==> src/rtl/pcorr_pkg.sv <==
package pcorr_pkg;

   localparam int SAMPLE_BITS     = 16;
   localparam int DEF_MAX_SAMPLES = 4096;

   typedef struct packed {
      logic accumulate;
      logic clear;
   } acc_ctl_type;

endpackage

==> src/rtl/pcorr_accum.sv <==
module pcorr_accum #(
   parameter  int MAX_SAMPLES = pcorr_pkg::DEF_MAX_SAMPLES,
   localparam int LOG_W       = $clog2(MAX_SAMPLES),
   localparam int CNT_W       = $clog2(MAX_SAMPLES + 1),
   localparam int SUM_W       = pcorr_pkg::SAMPLE_BITS + LOG_W,
   localparam int SAB_W       = 2 * pcorr_pkg::SAMPLE_BITS + LOG_W,
   localparam int SQ_W        = 2 * pcorr_pkg::SAMPLE_BITS - 1 + LOG_W
) (
   input  logic                                   clock,
   input  logic                                   reset,
   input  pcorr_pkg::acc_ctl_type                 ctl,
   input  logic signed [pcorr_pkg::SAMPLE_BITS-1:0] sample_a,
   input  logic signed [pcorr_pkg::SAMPLE_BITS-1:0] sample_b,
   output logic        [CNT_W-1:0]                count,
   output logic signed [SUM_W-1:0]                sum_a,
   output logic signed [SUM_W-1:0]                sum_b,
   output logic signed [SAB_W-1:0]                sum_ab,
   output logic        [SQ_W-1:0]                 sum_aa,
   output logic        [SQ_W-1:0]                 sum_bb,
   output logic                                   overflow
);
   import pcorr_pkg::*;

   logic        [CNT_W-1:0]           count_ff, count_in;
   logic signed [SUM_W-1:0]           sum_a_ff, sum_a_in;
   logic signed [SUM_W-1:0]           sum_b_ff, sum_b_in;
   logic signed [SAB_W-1:0]           sum_ab_ff, sum_ab_in;
   logic        [SQ_W-1:0]            sum_aa_ff, sum_aa_in;
   logic        [SQ_W-1:0]            sum_bb_ff, sum_bb_in;
   logic                              overflow_ff, overflow_in;
   logic signed [2*SAMPLE_BITS-1:0]   prod_ab;
   logic signed [2*SAMPLE_BITS-1:0]   prod_aa;
   logic signed [2*SAMPLE_BITS-1:0]   prod_bb;

   assign prod_ab = sample_a * sample_b;
   assign prod_aa = sample_a * sample_a;
   assign prod_bb = sample_b * sample_b;

   always_comb begin
      count_in    = count_ff;
      sum_a_in    = sum_a_ff;
      sum_b_in    = sum_b_ff;
      sum_ab_in   = sum_ab_ff;
      sum_aa_in   = sum_aa_ff;
      sum_bb_in   = sum_bb_ff;
      overflow_in = overflow_ff;
      if (ctl.clear) begin
         count_in    = '0;
         sum_a_in    = '0;
         sum_b_in    = '0;
         sum_ab_in   = '0;
         sum_aa_in   = '0;
         sum_bb_in   = '0;
         overflow_in = 1'b0;
      end else if (ctl.accumulate) begin
         if (count_ff == CNT_W'(MAX_SAMPLES)) begin
            overflow_in = 1'b1;
         end else begin
            count_in  = count_ff + CNT_W'(1);
            sum_a_in  = sum_a_ff + SUM_W'(sample_a);
            sum_b_in  = sum_b_ff + SUM_W'(sample_b);
            sum_ab_in = sum_ab_ff + SAB_W'(prod_ab);
            sum_aa_in = sum_aa_ff + SQ_W'(prod_aa[2*SAMPLE_BITS-2:0]);
            sum_bb_in = sum_bb_ff + SQ_W'(prod_bb[2*SAMPLE_BITS-2:0]);
         end
      end
   end

   always_ff @(posedge clock) begin
      if (reset) begin
         count_ff    <= '0;
         sum_a_ff    <= '0;
         sum_b_ff    <= '0;
         sum_ab_ff   <= '0;
         sum_aa_ff   <= '0;
         sum_bb_ff   <= '0;
         overflow_ff <= 1'b0;
      end else begin
         count_ff    <= count_in;
         sum_a_ff    <= sum_a_in;
         sum_b_ff    <= sum_b_in;
         sum_ab_ff   <= sum_ab_in;
         sum_aa_ff   <= sum_aa_in;
         sum_bb_ff   <= sum_bb_in;
         overflow_ff <= overflow_in;
      end
   end

   assign count    = count_ff;
   assign sum_a    = sum_a_ff;
   assign sum_b    = sum_b_ff;
   assign sum_ab   = sum_ab_ff;
   assign sum_aa   = sum_aa_ff;
   assign sum_bb   = sum_bb_ff;
   assign overflow = overflow_ff;

endmodule
==> config.mk <==
export PLATFORM = sky130hd
export DESIGN_NAME = pcorr_accum
export DESIGN_NICKNAME = d
export VERILOG_FILES = /design/src/rtl/pcorr_pkg.sv /design/src/rtl/pcorr_accum.sv
export SDC_FILE = /design/constraint.sdc
export NUM_CORES = 2
export LEC_CHECK = 0
export ABC_AREA = 0
export BUFFER_PORTS_ARGS = -buffer_cell sky130_fd_sc_hd__buf_2
export CAP_MARGIN = 0
export CELL_PAD_IN_SITES_DETAIL_PLACEMENT = 0
export CELL_PAD_IN_SITES_GLOBAL_PLACEMENT = 2
export CORE_MARGIN = 1
export CORE_UTILIZATION = 40
export DETAILED_ROUTE_END_ITERATION = 10
export PLACE_DENSITY = 0.86
export SETUP_SLACK_MARGIN = 0.05
export SYNTH_ARGS = -nofsm -noshare
export SYNTH_HDL_FRONTEND = slang
export SYNTH_SLANG_ARGS = --single-unit
==> constraint.sdc <==
create_clock -name clock -period 10.1 [get_ports clock]
set_input_delay 1.01 -clock clock [delete_from_list [all_inputs] [get_ports clock]]
set_output_delay 1.01 -clock clock [all_outputs]
set_load 0.01 [all_outputs]
==> results.ini <==
[status]
status=finished with violations
violations=DRC

[floorplanning]
rows=119
start_util=0.4043
io_pins=236
die_area_sq_mm=0.1079
dieWidth_um=328.4
core_sq_mm=0.1054
dieHeight_um=328.4

[worst_setup_path]
critPathCaptureType=register
worstPathArrival_ns=9.44
critPathLaunchType=primary input
path_max_fanout=18
critical_path_class=in2reg
crit_path_top_delay_cell=fa_1
critPathRequiredTime_ns=10.52
slowest_delay_ns=0.53
rrSetupSlack_ns=3.76

[place]
dpl_cell_area_sq_mm=0.04541
place.gp.congestion=0.9095
port_buffers=235
dpl.hpwl_um=103200

[synth]
synth_top_area_cell=fa_1
netlist.area_leader.share=0.3762
yosysSeqAreaShare=0.09394
ys_top_cells_by_area=fa_1 (38%), ha_1 (12%), dfxtp_1 (9.4%)
async_reset_ff_frac=0
ys_types=82
synthFlopType=dfxtp_1
synth_edf_count=0
syn_avg_cell_area_sq_um=8.721
ys_warn_count=0
synthCells=4887
syn_area_sq_mm=0.04262
synth-seq-cells=200
syn_nets=6145

[timing]
rsz0062_at_grt=no
final_max_slew_viol_count=0
fin_setup_tns_ns=0
worst_pin_slew_ns=1.091
skew_ns=0.01610
setup_viol=0
max-slew-margin-rel=0.2674
period_share=0.8936
hold_violations=0
period_minus_slack_ns=9.026
max_clock_freq_ghz=0.1108

[cts]
cts_max_level=4
cts_root_buffer=clkbuf_16
clk_path_buf_depth=2
ctsResizeCount=0
insertion_delay_ns=0.52
clock_sinks=200
holdBufCountCts=0
numCtsBuffers=17
cts_tree=done
post_cts_buffers=0
cts.clk_slew.worst_paths_ns=0.09

[detailed_routing]
wire_per_inst_um=19.63
drtIter0Drc=1976
route.detailed.drc=8
vias_per_cell=5.162
vias=33240
routed_wl_um=126400
drtPass1Iterations=10
drtAntennaViolNets=0

[global_route]
grt_pass1_wl_um=199000
antenna_found_initial=9
gr-usage-all-layers=0.2418
use_met2=0.3819
busiest_layer=met2
grt_max_degree=97
grt_remaining_overflow=0
grt_pass1_vias=34490
grtUsageMet3=0.04921
grt_use_met1=0.3359

[layout]
synthToLayoutAreaGrowth_pct=8.000
layout_common_cells=inv_1 (1003), fa_1 (801), nand2_1 (604)
nets=6290
drive_gt1_frac=0.07552
layout_commonest_cell=inv_1
stdcell_area_sq_mm=0.04603

[flow_run]
cap_violations=0

[worst_hold_path]
hp-class=reg2reg

sequential cells by signal (all words and copies together) (netlist names):
name / flops
count: 13
overflow: 1
sum_a: 28
sum_aa: 43
sum_ab: 44
sum_b: 28
sum_bb: 43
cell families after synthesis:
kind of cell	Yosys count	share of synthesized area
muxes	6	0.001468
and+or+nand+nor	1265	0.1360
DFF	200	0.09394
xor gates and xnor gates	227	0.04665
adders and majority gates	1222	0.4998
AOI/OAI and AO/OA	780	0.1176
buffers and inverters	1187	0.1046
layer usage:
layer	share of wire	vias to the layer above
li1	-	15640
met1	0.46	16650
met2	0.45	817
met3	0.067	128
met4	0.025	6
met5	0.0010	-
final timing paths:
kind,from,depth (start not counted),to
max,sample_b[9],33,sum_bb[39]
min,sum_b[15],2,sum_b[15]
max reg2reg,sum_ab[15],19,sum_ab[40]
min reg2reg,sum_b[15],2,sum_b[15]
cells in the mapped netlist, types with 7 or more instances:
| cell type | instances |
|---|---|
| a211o_1 | 8 |
| a211oi_1 | 41 |
| a21o_1 | 96 |
| a21oi_1 | 287 |
| a31o_2 | 16 |
| a31oi_1 | 31 |
| and2_1 | 140 |
| and3_1 | 22 |
| and4_1 | 9 |
| buf_1 | 14 |
| clkbuf_1 | 160 |
| clkinv_1 | 7 |
| dfxtp_1 | 200 |
| fa_1 | 801 |
| ha_1 | 421 |
| inv_1 | 1003 |
| nand2_1 | 605 |
| nand2b_1 | 37 |
| nand3_1 | 54 |
| nand4_1 | 30 |
| nor2_1 | 231 |
| nor2b_1 | 33 |
| nor3_1 | 33 |
| nor4_1 | 12 |
| o211a_1 | 7 |
| o211ai_1 | 10 |
| o21a_1 | 37 |
| o21ai_0 | 120 |
| o21ai_1 | 13 |
| o21bai_1 | 27 |
| o31ai_1 | 8 |
| or3_1 | 21 |
| or4_1 | 9 |
| xnor2_1 | 137 |
| xor2_1 | 90 |
final cells by class:
cell class	count	area, sq um
clock buffers	17	425.4
well taps	1391	1740
flip-flops and latches	200	4004
diodes	4	10.01
repair buffers	301	1684
fillers	10700	59390
clock inverters	15	185.2
inverters	1012	3799
multi-input cells	3500	34180
worst max-delay path: cells and delay by family:
| kind | cells | cell delay (ns) |
|---|---|---|
| AOI/OAI and AO/OA | 11 | 2.38 |
| xor gates and xnor gates | 1 | 0.20 |
| adders and majority gates | 8 | 3.70 |
| buffers and inverters | 8 | 1.14 |
| and+or+nand+nor | 5 | 0.98 |
stage by stage:
step | hold WS, ns | std cells | utilization | worst slack [ns]
final | 0.4786 | 6440 | 0.4366 | 1.074
after floorplan | 0.4855 | 4887 | - | 1.523
after CTS | 0.4820 | 6436 | 0.4365 | 1.156
after global routing | 0.5022 | 6437 | 0.4366 | 0.6662
after detailed placement | 0.4599 | 6404 | 0.4308 | 0.6514
after global placement | 0.4547 | 6404 | 0.4308 | 0.6934
Power is left out: the tool's default activity adds up to more than one toggle a clock period on the data nets, which glitch-free logic cannot reach.
